===== src/lru_pkg.sv =====
package lru_pkg;

    localparam int DEFAULT_LIST_DEPTH = 16;
    localparam int DEFAULT_ID_WIDTH   = 10;

    // Widths of the item fields at the ports
    localparam int PORT_ID_W  = 10;
    localparam int PORT_LEN_W = 5;

    localparam logic [1:0] OP_APPEND = 2'd0;
    localparam logic [1:0] OP_POP    = 2'd1;
    localparam logic [1:0] OP_MOVE   = 2'd2;

    typedef enum logic [1:0] {
        ST_OK        = 2'd0,
        ST_EMPTY     = 2'd1,
        ST_NOT_FOUND = 2'd2,
        ST_FULL      = 2'd3
    } status_t;

    typedef enum logic [2:0] {
        S_IDLE,
        S_EXEC,
        S_POP_WAIT,
        S_SEARCH,
        S_SHIFT,
        S_PLACE
    } lru_state_t;

    typedef struct packed {
        logic [1:0]           operation;
        logic [PORT_ID_W-1:0] buffer_id;
    } request_t;

    typedef struct packed {
        logic [PORT_ID_W-1:0]  result_id;
        status_t               status;
        logic [PORT_LEN_W-1:0] length;
    } response_t;

endpackage


===== src/lru_order_list.sv =====
// LRU order list: an ordered list of buffer ids kept for a buffer pool, used
// both as a free list and as a recency list.
// Request channel: an item (operation, buffer_id) is taken at a rising edge
// where start is high and busy is low. busy stays high until the result is
// out; one item is in work at a time.
// Response channel: done is high for exactly one cycle with result_id,
// status and length on response. The receiver cannot stall; the result is
// gone after that cycle. A new start is taken in the same cycle as done.
// Steps of an item: append, pop or move on an empty list, and the unused
// code, answer from the execute state; pop reads the head in a wait state;
// move walks from the head and answers when it finds the id at the tail or
// reaches the tail without a match, else it closes the gap and then writes
// the id into the last slot. The speed of search and shift is set by the
// single read port of the id store: the search reads one entry per cycle,
// and closing the gap moves one entry per cycle.
// The store is a circular buffer, so pop costs no shifting.
// Reset clears the entry count and pointers; the id store is not cleared,
// and only entries that were written are ever read.
module lru_order_list
    import lru_pkg::*;
#(
    parameter int LIST_DEPTH = DEFAULT_LIST_DEPTH,
    parameter int ID_WIDTH   = DEFAULT_ID_WIDTH
) (
    input  logic      clk,
    input  logic      rst_n,
    input  logic      start,
    output logic      busy,
    input  request_t  request,
    output logic      done,
    output response_t response
);

    localparam int PTR_W = (LIST_DEPTH > 1) ? $clog2(LIST_DEPTH) : 1;
    localparam int CNT_W = $clog2(LIST_DEPTH + 1);
    localparam logic [CNT_W-1:0] FULL_CNT = CNT_W'(LIST_DEPTH);
    localparam logic [PTR_W-1:0] LAST_PTR = PTR_W'(LIST_DEPTH - 1);
    localparam logic [CNT_W-1:0] ONE_CNT  = CNT_W'(1);

    // Circular advance over the store
    function automatic logic [PTR_W-1:0] ptr_inc(input logic [PTR_W-1:0] p);
        ptr_inc = (p == LAST_PTR) ? '0 : p + PTR_W'(1);
    endfunction

    // Id store and its ports
    logic [ID_WIDTH-1:0] id_store [LIST_DEPTH];
    logic                wr_en;
    logic [PTR_W-1:0]    wr_addr;
    logic [ID_WIDTH-1:0] wr_data;
    logic [PTR_W-1:0]    rd_addr;
    logic [ID_WIDTH-1:0] rd_data_reg;

    // Control state
    lru_state_t       state_reg, state_next;
    logic [CNT_W-1:0] count_reg, count_next;
    logic [PTR_W-1:0] head_reg, head_next;
    logic [PTR_W-1:0] tail_reg, tail_next;
    logic             done_reg, done_next;

    // Working registers of the current item
    logic [1:0]          op_reg, op_next;
    logic [ID_WIDTH-1:0] id_reg, id_next;
    logic [PTR_W-1:0]    scan_ptr_reg, scan_ptr_next;
    logic [CNT_W-1:0]    scan_cnt_reg, scan_cnt_next;
    logic [PTR_W-1:0]    src_ptr_reg, src_ptr_next;
    logic [PTR_W-1:0]    dst_ptr_reg, dst_ptr_next;
    logic [CNT_W-1:0]    remain_reg, remain_next;
    response_t           resp_reg, resp_next;

    // The one shared comparator of the search walk
    logic id_match;
    logic scan_last;

    assign id_match  = (rd_data_reg == id_reg);
    assign scan_last = ((scan_cnt_reg + ONE_CNT) == count_reg);

    always_ff @(posedge clk)
    begin
        if (wr_en)
        begin
            id_store[wr_addr] <= wr_data;
        end
        rd_data_reg <= id_store[rd_addr];
    end

    always_ff @(posedge clk or negedge rst_n)
    begin
        if (!rst_n)
        begin
            state_reg <= S_IDLE;
            count_reg <= '0;
            head_reg  <= '0;
            tail_reg  <= '0;
            done_reg  <= 1'b0;
        end
        else
        begin
            state_reg <= state_next;
            count_reg <= count_next;
            head_reg  <= head_next;
            tail_reg  <= tail_next;
            done_reg  <= done_next;
        end
    end

    always_ff @(posedge clk)
    begin
        op_reg       <= op_next;
        id_reg       <= id_next;
        scan_ptr_reg <= scan_ptr_next;
        scan_cnt_reg <= scan_cnt_next;
        src_ptr_reg  <= src_ptr_next;
        dst_ptr_reg  <= dst_ptr_next;
        remain_reg   <= remain_next;
        resp_reg     <= resp_next;
    end

    always_comb
    begin
        state_next    = state_reg;
        count_next    = count_reg;
        head_next     = head_reg;
        tail_next     = tail_reg;
        done_next     = 1'b0;
        op_next       = op_reg;
        id_next       = id_reg;
        scan_ptr_next = scan_ptr_reg;
        scan_cnt_next = scan_cnt_reg;
        src_ptr_next  = src_ptr_reg;
        dst_ptr_next  = dst_ptr_reg;
        remain_next   = remain_reg;
        resp_next     = resp_reg;
        wr_en         = 1'b0;
        wr_addr       = tail_reg;
        wr_data       = id_reg;
        rd_addr       = head_reg;

        case (state_reg)
            S_IDLE:
            begin
                if (start)
                begin
                    op_next    = request.operation;
                    id_next    = ID_WIDTH'(request.buffer_id);
                    state_next = S_EXEC;
                end
            end

            S_EXEC:
            begin
                case (op_reg)
                    OP_APPEND:
                    begin
                        resp_next.result_id = '0;
                        done_next           = 1'b1;
                        state_next          = S_IDLE;
                        if (count_reg == FULL_CNT)
                        begin
                            // Drop the id
                            resp_next.status = ST_FULL;
                        end
                        else
                        begin
                            wr_en            = 1'b1;
                            wr_addr          = tail_reg;
                            wr_data          = id_reg;
                            tail_next        = ptr_inc(tail_reg);
                            count_next       = count_reg + ONE_CNT;
                            resp_next.status = ST_OK;
                        end
                    end

                    OP_POP:
                    begin
                        if (count_reg == '0)
                        begin
                            resp_next.result_id = '0;
                            resp_next.status    = ST_EMPTY;
                            done_next           = 1'b1;
                            state_next          = S_IDLE;
                        end
                        else
                        begin
                            rd_addr    = head_reg;
                            state_next = S_POP_WAIT;
                        end
                    end

                    OP_MOVE:
                    begin
                        if (count_reg == '0)
                        begin
                            resp_next.result_id = '0;
                            resp_next.status    = ST_NOT_FOUND;
                            done_next           = 1'b1;
                            state_next          = S_IDLE;
                        end
                        else
                        begin
                            rd_addr       = head_reg;
                            scan_ptr_next = head_reg;
                            scan_cnt_next = '0;
                            state_next    = S_SEARCH;
                        end
                    end

                    default:
                    begin
                        // Unused code: answer ok, change nothing
                        resp_next.result_id = '0;
                        resp_next.status    = ST_OK;
                        done_next           = 1'b1;
                        state_next          = S_IDLE;
                    end
                endcase
            end

            S_POP_WAIT:
            begin
                resp_next.result_id = PORT_ID_W'(rd_data_reg);
                resp_next.status    = ST_OK;
                head_next           = ptr_inc(head_reg);
                count_next          = count_reg - ONE_CNT;
                done_next           = 1'b1;
                state_next          = S_IDLE;
            end

            S_SEARCH:
            begin
                if (id_match && scan_last)
                begin
                    // Already at the tail: order stays as it is
                    resp_next.result_id = '0;
                    resp_next.status    = ST_OK;
                    done_next           = 1'b1;
                    state_next          = S_IDLE;
                end
                else if (id_match)
                begin
                    dst_ptr_next = scan_ptr_reg;
                    src_ptr_next = ptr_inc(scan_ptr_reg);
                    rd_addr      = ptr_inc(scan_ptr_reg);
                    remain_next  = count_reg - scan_cnt_reg - ONE_CNT;
                    state_next   = S_SHIFT;
                end
                else if (scan_last)
                begin
                    resp_next.result_id = '0;
                    resp_next.status    = ST_NOT_FOUND;
                    done_next           = 1'b1;
                    state_next          = S_IDLE;
                end
                else
                begin
                    scan_ptr_next = ptr_inc(scan_ptr_reg);
                    scan_cnt_next = scan_cnt_reg + ONE_CNT;
                    rd_addr       = ptr_inc(scan_ptr_reg);
                end
            end

            S_SHIFT:
            begin
                // Close the gap: move one entry a cycle toward the head
                wr_en   = 1'b1;
                wr_addr = dst_ptr_reg;
                wr_data = rd_data_reg;
                if (remain_reg == ONE_CNT)
                begin
                    state_next = S_PLACE;
                end
                else
                begin
                    dst_ptr_next = src_ptr_reg;
                    src_ptr_next = ptr_inc(src_ptr_reg);
                    rd_addr      = ptr_inc(src_ptr_reg);
                    remain_next  = remain_reg - ONE_CNT;
                end
            end

            S_PLACE:
            begin
                // The last source slot is the tail slot
                wr_en               = 1'b1;
                wr_addr             = src_ptr_reg;
                wr_data             = id_reg;
                resp_next.result_id = '0;
                resp_next.status    = ST_OK;
                done_next           = 1'b1;
                state_next          = S_IDLE;
            end

            default:
            begin
                state_next = S_IDLE;
            end
        endcase

        if (done_next)
        begin
            resp_next.length = PORT_LEN_W'(count_next);
        end
    end

    assign busy     = (state_reg != S_IDLE);
    assign done     = done_reg;
    assign response = resp_reg;

endmodule


===== config.mk =====
export PLATFORM = sky130hd
export DESIGN_NAME = lru_order_list
export DESIGN_NICKNAME = d
export VERILOG_FILES = /design/src/lru_pkg.sv /design/src/lru_order_list.sv
export SDC_FILE = /design/constraint.sdc
export NUM_CORES = 1
export LEC_CHECK = 0
export BUFFER_PORTS_ARGS = -buffer_cell sky130_fd_sc_hd__buf_2
export CAP_MARGIN = 10
export CORE_MARGIN = 2
export CORE_UTILIZATION = 55
export CTS_CLUSTER_DIAMETER = 60
export DETAILED_ROUTE_END_ITERATION = 8
export PLACE_DENSITY = 0.78
export SETUP_SLACK_MARGIN = 0.4
export SLEW_MARGIN = 25
export SYNTH_ARGS = -nofsm -noshare
export SYNTH_HDL_FRONTEND = slang
export SYNTH_SLANG_ARGS = --single-unit

===== constraint.sdc =====
create_clock -name clk -period 3.2 [get_ports clk]
set_input_delay 0.16 -clock clk [delete_from_list [all_inputs] [get_ports clk]]
set_output_delay 0.16 -clock clk [all_outputs]
set_load 0.02 [all_outputs]

# --- After elaboration in Yosys (flattened, before gate mapping) ---
# Memory sizes are Yosys's and may differ from the RTL's. A register that Yosys moved wholly into a read port is not among the register bits.
# Cells that the tools add are included.
totals:
  ramBits: 160
  n_memories: 1
  mem_bits_ro: 0
  reg_bits: 68
  input_bits: 15
  latch_bits: 0
op_classes:
  multipliers: 0
  div: 0
  n_reduce_logical: 17
  eq_ne: 29
  shift: 0
  muxes: 66
  order_cmp: 0
  bitwise: 1
  add_sub_neg: 10
memory_table:
  columns: ["name", "depth", "word_bits", "read_ports", "rd_clocked_by_memory_dff", "wr", "line", "text"]
  rows:
  - ["id_store", 16, 10, 1, 1, 1, "lru_order_list.sv:46", "logic [ID_WIDTH-1:0] id_store [LIST_DEPTH];"]
op_table:
  columns: ["operator", "n"]
  rows:
  - ["$mux W4", 19]
  - ["$mux W12", 5]
  - ["$mux W5", 10]
  - ["$pmux W12 S4", 1]
  - ["$pmux W4 S2", 5]
  - ["$pmux W12 S3", 1]
  - ["$pmux W5 S2", 3]
  - ["$ne A2 B2 Y1 const B", 9]
  - ["$add A4 B1 Y4 const B", 4]
  - ["$eq A4 B4 Y1 const B", 4]
  - ["$mux W3", 5]
  - ["$sub A5 B1 Y5 const B", 3]
  - ["$ne A3 B3 Y1 const B", 4]
  - ["$pmux W3 S4", 1]
  - ["$add A5 B1 Y5 const B", 2]
  - ["$eq A10 B10 Y1", 1]
  - ["$mux W10", 1]
  - ["$mux W1", 9]
  - ["$eq A3 B2 Y1 const B", 2]
  - ["$eq A3 B3 Y1 const B", 2]
  - ["$mux W2", 3]
  - ["$reduce_and A3 Y1", 2]
  - ["$reduce_and A6 Y1", 1]
  - ["$reduce_or A2 Y1", 3]
  - ["other kinds (22)", 23]

# --- Logic depth before layout (Yosys ltp) ---
# Gate-level depths: netlist of the first run.
logic_depth:
  depth_word: 6
  depth_mapped: 12
  depth_no_buf: 10

# --- Worst setup path after synthesis of the first run ---
# No wires, ideal clock.
synth_path:
  path_kind: "flip-flop to flip-flop"
  from: "reg scan_cnt_reg[0]"
  to: "reg resp_reg (netlist bit response[10]), enable pin"
  stages_incl_launch_ff: 9
  arrival_ns: 2.867
  setup_time_ns: 0.399
  setup_slack_ns: -0.066
  cell_sequence: "edfxtp_1 -> ha_1 -> xor2_1 -> a211o_1 -> or3_1 -> buf_6 -> a21o_1 -> nand2_1 -> a21boi_0"
synth_between:
  elab_chain_cells: 5
  elab_cells_between_ends: 6
synth_lines:
  columns: ["item", "line", "text"]
  rows:
  - ["start, declared", "lru_order_list.sv:64", "logic [CNT_W-1:0] scan_cnt_reg, scan_cnt_next;"]
  - ["start signal, assigned", "lru_order_list.sv:111", "scan_cnt_reg <= scan_cnt_next;"]
  - ["$add A5 B1 Y5 *", "lru_order_list.sv:75", "assign scan_last = ((scan_cnt_reg + ONE_CNT) == count_reg);"]
  - ["$eq A5 B5 Y1 *", "lru_order_list.sv:75", null]
  - ["$logic_and A1 B1 Y1", "lru_order_list.sv:230", "if (id_match && scan_last)"]
  - ["$ne A3 B3 Y1 (no source line)", null, null]
  - ["$reduce_and A5 Y1 (no source line) *", null, null]
  - ["end signal, assigned", "lru_order_list.sv:115", "resp_reg <= resp_next;"]
  - ["end, declared", "lru_order_list.sv:68", "response_t resp_reg, resp_next;"]
# Mark *: on every way between the ends. The rest lies on a longest branch, timed or not.
# A chain may end at the register's enable or synchronous reset.

# --- Worst setup path in the final report of the first run ---
layout_path:
  from: "reg scan_cnt_reg[0]"
  to: "reg rd_data_reg[6], read port of id_store"
layout_between:
  elab_chain_cells: 6
  elab_cells_between_ends: 7
layout_lines:
  columns: ["item", "line", "text"]
  rows:
  - ["$add A5 B1 Y5 *", "lru_order_list.sv:75", null]
  - ["$eq A5 B5 Y1 *", "lru_order_list.sv:75", null]
  - ["$mux W4", "lru_order_list.sv:246", "else if (scan_last)"]
  - ["$mux W4", "lru_order_list.sv:238", "else if (id_match)"]
  - ["$mux W4 *", "lru_order_list.sv:230", null]
  - ["$pmux W4 S2 *", "lru_order_list.sv:138", "case (state_reg)"]
  - ["end, declared", "lru_order_list.sv:51", "logic [ID_WIDTH-1:0] rd_data_reg;"]
# Marks and branches as above.

==> results.cfg, run 1 <==
[status]
status = finished, final reports clean

[cts]
clock-sinks = 238
clock_path_buffers = 3
clk_latency_ps = 530
clk_pin_slew_ps = 60
cts-root-buf = clkbuf_16
cts_tree = done
cts_buffers = 24
h-tree-depth = 1

[global_route]
overflow = 0
grt_pass1_wl_um = 37700
grt_pass1_vias = 6827
globalRouteTotalUtil = 0.245
grt_max_degree = 29
antenna_found_initial = 0
grt_use_met1 = 0.322
grt_use_met3 = 0.0424
met2_usage = 0.412
grt.busiest_layer = met2

[min_path]
hp-class = primary input to asynchronous set/reset pin

[floorplan]
dieWidth_um = 142
rows = 50
die_h_um = 142
io_pins = 34
coreArea_um2 = 18800
die_area_um2 = 20300
start_util = 0.562

[detailed_routing]
drc = 0
vias = 6768
avgViaCountPerCell = 6.10
drtAntennaViolNets = 0
first_pass_iters = 5
wl_um = 24900
post_drt_wl_per_cell_um = 22.4
drtIter0Drc = 680

[sta]
holdWs_ps = 135
finalSetupViolations = 0
clock_skew_ps = 17.3
drv_slew = 0
worst_slack_ps = 170
relSlewSlack = 0.529
rsz0062_at_grt = yes
tns_ps = 0
min_period_over_period = 0.947
fmax_ghz = 0.330
finalHoldViolations = 0
period_needed_ps = 3030
worst_pin_slew_ps = 705

[placed_design]
io_buffer_count = 33
place_area_um2 = 11300
gp_congestion = 0.874
post-place-ws_ps = -83.2
dp_hpwl_um = 15500
dp.cells = 1035

[yosys]
ys_seq_area_frac = 0.660
ys_warn_count = 0
ys_seq_elements = 238
yosys.area.top_type = edfxtp_1
netlist_area_um2 = 10500
synth-edff-count = 211
async_flop_share = 0.0714
synth.area.top_cells = edfxtp_1, mux2i_1, dfrtp_1, nand2_1, dfxtp_1
synthCells = 753
yosysUniqueCellTypes = 55
synth_top_area_frac = 0.601
syn_area_per_cell_um2 = 14.0
syn-num-nets = 785
ys.flop_type = edfxtp_1

[worst_setup_path]
cp.buffers_inverters = 4
path_depth = 12
path_class = register to register
startpoint_type = register
max_stage_delay_ps = 450
cp.arrival_ps = 3420
critical-path-top-delay-family = compound AO/OA/AOI/OAI gates
crit_path_end = rd_data_reg[6]$_DFF_P_
path_max_fanout = 16
r2r-end = rd_data_reg[6]$_DFF_P_
endpoint_kind = register
reg2reg_setup_slack_ps = 170
slowest_stage = edfxtp_1
critPathLaunch = scan_cnt_reg[0]$_SDFFCE_PN0P_
path_cells = buf_6, inv_4, ha_4, a211o_1, or3_4, o211ai_4, buf_12, buf_16, mux2i_4, mux2i_4, mux2i_1, o22ai_1
crit_top_cell = mux2i_4
ff2ff_path_depth = 12
worstPathRequired_ps = 3590
r2r_start = scan_cnt_reg[0]$_SDFFCE_PN0P_

[power_and_ir_drop]
peakVddDrop_v = 0.000429
leakagePower_nw = 4.99
total_power_mw = 12.2
p_per_area_nw_per_um2 = 969

[finish]
n_fill_cell = 1197
largest_reg_flops = 160
final_cell_mix = edfxtp_1, mux2i_1, nand2_1
drive_gt1_frac = 0.189
stdcell_area_um2 = 12600
final_core_util = 0.673
layout.nets = 891
top_register = id_store
ff_latch_area_um2 = 6960
area_delta_synth_final_pct = 19.7
final_common_cell = edfxtp_1
multi_input_area_um2 = 3460
instances_no_fill = 1110
insertedDiodeCount = 0

[flow_run]
maxCapViolCount = 0
==> per-layer routing <==
metal	part of all wire	wire, um
met5	0	0
met4	0.025	624
met3	0.092	2290
met2	0.48	12000
met1	0.40	10000
==> cell usage after synthesis, drive strengths merged (2+ instances only) <==
master  count
edfxtp    211
mux2i     122
nand2      91
nor2       40
nand3      35
o21ai      33
buf        19
clkbuf     17
dfrtp      17
xor2       17
ha         16
inv        16
xnor2      13
and2       11
a21oi      10
dfxtp      10
a22o        9
o22ai       9
a31oi       4
nor3        4
o21a        4
a21o        3
mux2        3
nand3b      3
nand4       3
a21boi      2
a22oi       2
a32oi       2
a41oi       2
and3        2
nor4        2
nor4b       2
o31ai       2
or3         2
==> timing repair <==
item                                    CTS  global route
endpoints found under the setup margin   27            10
setup buffers                            10             3
hold endpoints to repair                 30             0
pin swaps                                 5             1
hold buffers                             14             0
resized for setup                        27             7
gates cloned                              3             2
==> report_power, final <==
part	switching [mW]	internal, mW	total, mW
registers	0.369	4.06	4.43
logic	2.69	2.25	4.94
clock network	1.16	1.70	2.86
==> final cells by class <==
cell class | instances | share of cell area
clock inverters | 15 | 0.0148
well taps | 234 | 0.0232
flip-flops and latches | 238 | 0.551
multi-input cells | 463 | 0.274
clock buffers | 28 | 0.0487
repair buffers | 116 | 0.0833
inverters | 16 | 0.00495
==> worst min-delay path by stage <==
stage                      from                  endpoint  slack [ps]
after floorplan           rst_n    count_reg[0]$_DFF_PN0_        -140
after global placement    rst_n    count_reg[3]$_DFF_PN0_         110
after detailed placement  rst_n    count_reg[3]$_DFF_PN0_         120
after CTS                 rst_n  state_reg[0]$_DFFE_PN0P_         120
after global routing      rst_n  state_reg[0]$_DFFE_PN0P_         180
final                     rst_n  state_reg[2]$_DFFE_PN0P_         130
==> kinds of logic (layout without fill, tap and decap cells) <==
family / Yosys count / after routing / share of synthesized area
DFF: 238 / 238 / 0.660
and+or+nand+nor: 199 / 199 / 0.0847
muxes: 125 / 125 / 0.119
AOI/OAI and AO/OA: 91 / 91 / 0.0599
buffers and inverters: 52 / 175 / 0.0282
xor gates and xnor gates: 31 / 31 / 0.0270
adders and majority gates: 17 / 17 / 0.0209
==> worst register-to-register path, cell delays in order, from the launching register on <==
cell      delay, ps
edfxtp_1        450
buf_6           160
inv_4            50
ha_4            190
a211o_1         280
or3_4           400
o211ai_4        230
buf_12          200
buf_16          200
mux2i_4         280
mux2i_4         110
mux2i_1         200
o22ai_1         150
No activity file was read; power rests on OpenSTA's default activity.
==> run 2: changes to the inputs <==
--- a/config.mk
+++ b/config.mk
@@ -12,6 +12,7 @@
 export CTS_CLUSTER_DIAMETER = 60
 export DETAILED_ROUTE_END_ITERATION = 8
 export PLACE_DENSITY = 0.78
+export REMOVE_ABC_BUFFERS = 1
 export SETUP_SLACK_MARGIN = 0.4
 export SLEW_MARGIN = 25
 export SYNTH_ARGS = -nofsm -noshare
==> results.cfg, run 2 (synthesis results as in run 1) <==
[finish]
final_cell_mix = edfxtp_1, nand2_1, mux2i_1
ff_latch_area_um2 = 6960
stdcell_area_um2 = 13000
insertedDiodeCount = 0
final_core_util = 0.690
top_register = id_store
area_delta_synth_final_pct = 22.8
final_common_cell = edfxtp_1
drive_gt1_frac = 0.234
multi_input_area_um2 = 3620
layout.nets = 904
n_fill_cell = 1121
largest_reg_flops = 160
instances_no_fill = 1122

[power_and_ir_drop]
leakagePower_nw = 5.00
p_int_mw = 8.27
power.share.clock = 0.203
power_frac_comb = 0.451
p_per_area_nw_per_um2 = 986
seqPwrFrac = 0.346
power.switching_mw = 4.51
peakVddDrop_v = 0.000429
total_power_mw = 12.8
p_sw_frac = 0.353

[min_path]
hp-class = primary input to asynchronous set/reset pin

[cts]
cts_buffers = 24
cts-root-buf = clkbuf_16
h-tree-depth = 1
clock-sinks = 238
clk_pin_slew_ps = 60
clock_path_buffers = 3
clk_latency_ps = 520
cts_tree = done

[detailed_routing]
first_pass_iters = 5
drtIter0Drc = 935
drc = 0
vias = 6919
post_drt_wl_per_cell_um = 23.8
drtAntennaViolNets = 0
avgViaCountPerCell = 6.17
wl_um = 26700

[global_route]
grt_max_degree = 28
antenna_found_initial = 0
globalRouteTotalUtil = 0.261
grt_pass1_wl_um = 39700
grt_pass1_vias = 6941
overflow = 0

[sta]
drv_slew = 0
period_needed_ps = 3030
finalHoldViolations = 0
rsz0062_at_grt = yes
clock_skew_ps = 14.1
worst_slack_ps = 174
tns_ps = 0
fmax_ghz = 0.330
relSlewSlack = 0.491
finalSetupViolations = 0
min_period_over_period = 0.946
holdWs_ps = 144
worst_pin_slew_ps = 762

[placed_design]
io_buffer_count = 33
dp_hpwl_um = 15700
place_area_um2 = 11300
post-place-ws_ps = -49.9
gp_congestion = 0.866
dp.cells = 1040

[floorplan]
rows = 50
start_util = 0.562
dieWidth_um = 142
die_h_um = 142
io_pins = 34
die_area_um2 = 20300
coreArea_um2 = 18800

[worst_setup_path]
path_max_fanout = 10
startpoint_type = register
crit_path_end = rd_data_reg[1]$_DFF_P_
critPathLaunch = scan_cnt_reg[0]$_SDFFCE_PN0P_
r2r_start = scan_cnt_reg[0]$_SDFFCE_PN0P_
endpoint_kind = register
reg2reg_setup_slack_ps = 170
slowest_stage = edfxtp_1
path_class = register to register
max_stage_delay_ps = 440
path_cells = buf_6, inv_4, ha_4, a211o_1, or3_4, mux2i_2, a221oi_4, buf_12, buf_6, buf_16, mux2i_2, mux2i_1, o22ai_2
r2r-end = rd_data_reg[1]$_DFF_P_
cp.arrival_ps = 3470
ff2ff_path_depth = 13
worstPathRequired_ps = 3640

[status]
status = finished, final reports clean

[flow_run]
maxCapViolCount = 0
## run 2: layout make-up
cell class,instances,area share
clock buffer,29,0.0478
tap,234,0.0226
sequential,238,0.537
inverter,16,0.00483
multi-input combinational,463,0.280
clock inverter,13,0.00744
timing repair buffer,129,0.100
## run 2: power by group through the flow
stage	Sequential (mW)	Clock [mW]	Combinational, mW
6_report	4.43	2.59	5.76
5_1_grt	4.47	2.72	6.06
4_1_cts	4.40	2.59	5.24
3_5_place_dp	4.44	0	4.22
3_3_place_gp	4.42	0	4.09
2_1_floorplan	4.55	0	2.77
## run 2: worst max-delay path, delay by kind of cell, from the launching register on
kind	cells	cell delay, ps
simple gates	1	390
mux	3	600
buf+inv	5	660
compound gates	3	670
flops	1	440
fa+ha+maj	1	190
## run 2: how the worst min path moves through the flow
stage / cells after the start / from / slack [ps] / endpoint
6_report: 2 / rst_n / 140 / count_reg[2]$_DFF_PN0_
5_1_grt: 2 / rst_n / 190 / state_reg[0]$_DFFE_PN0P_
3_5_place_dp: 1 / rst_n / 140 / done$_DFF_PN0_
2_1_floorplan: 0 / rst_n / -140 / count_reg[0]$_DFF_PN0_
3_3_place_gp: 1 / rst_n / 130 / count_reg[2]$_DFF_PN0_
4_1_cts: 2 / rst_n / 140 / state_reg[1]$_DFFE_PN0P_
## run 2: timing repair
action,in CTS,in global routing
setup buffers,13,5
setup endpoints to repair,27,22
pin swaps,5,4
hold endpoints to repair,30,0
resized for setup,50,34
cloned,5,3
hold buffers,14,0
## run 2: routing by layer
layer | share of wire | track usage | up-vias
met2 | 0.48 | 0.424 | 379
met4 | 0.029 | 0.0969 | 0
met1 | 0.40 | 0.353 | 3430
met3 | 0.089 | 0.0474 | 63
met5 | 0 | 0 | -
li1 | - | - | 3047
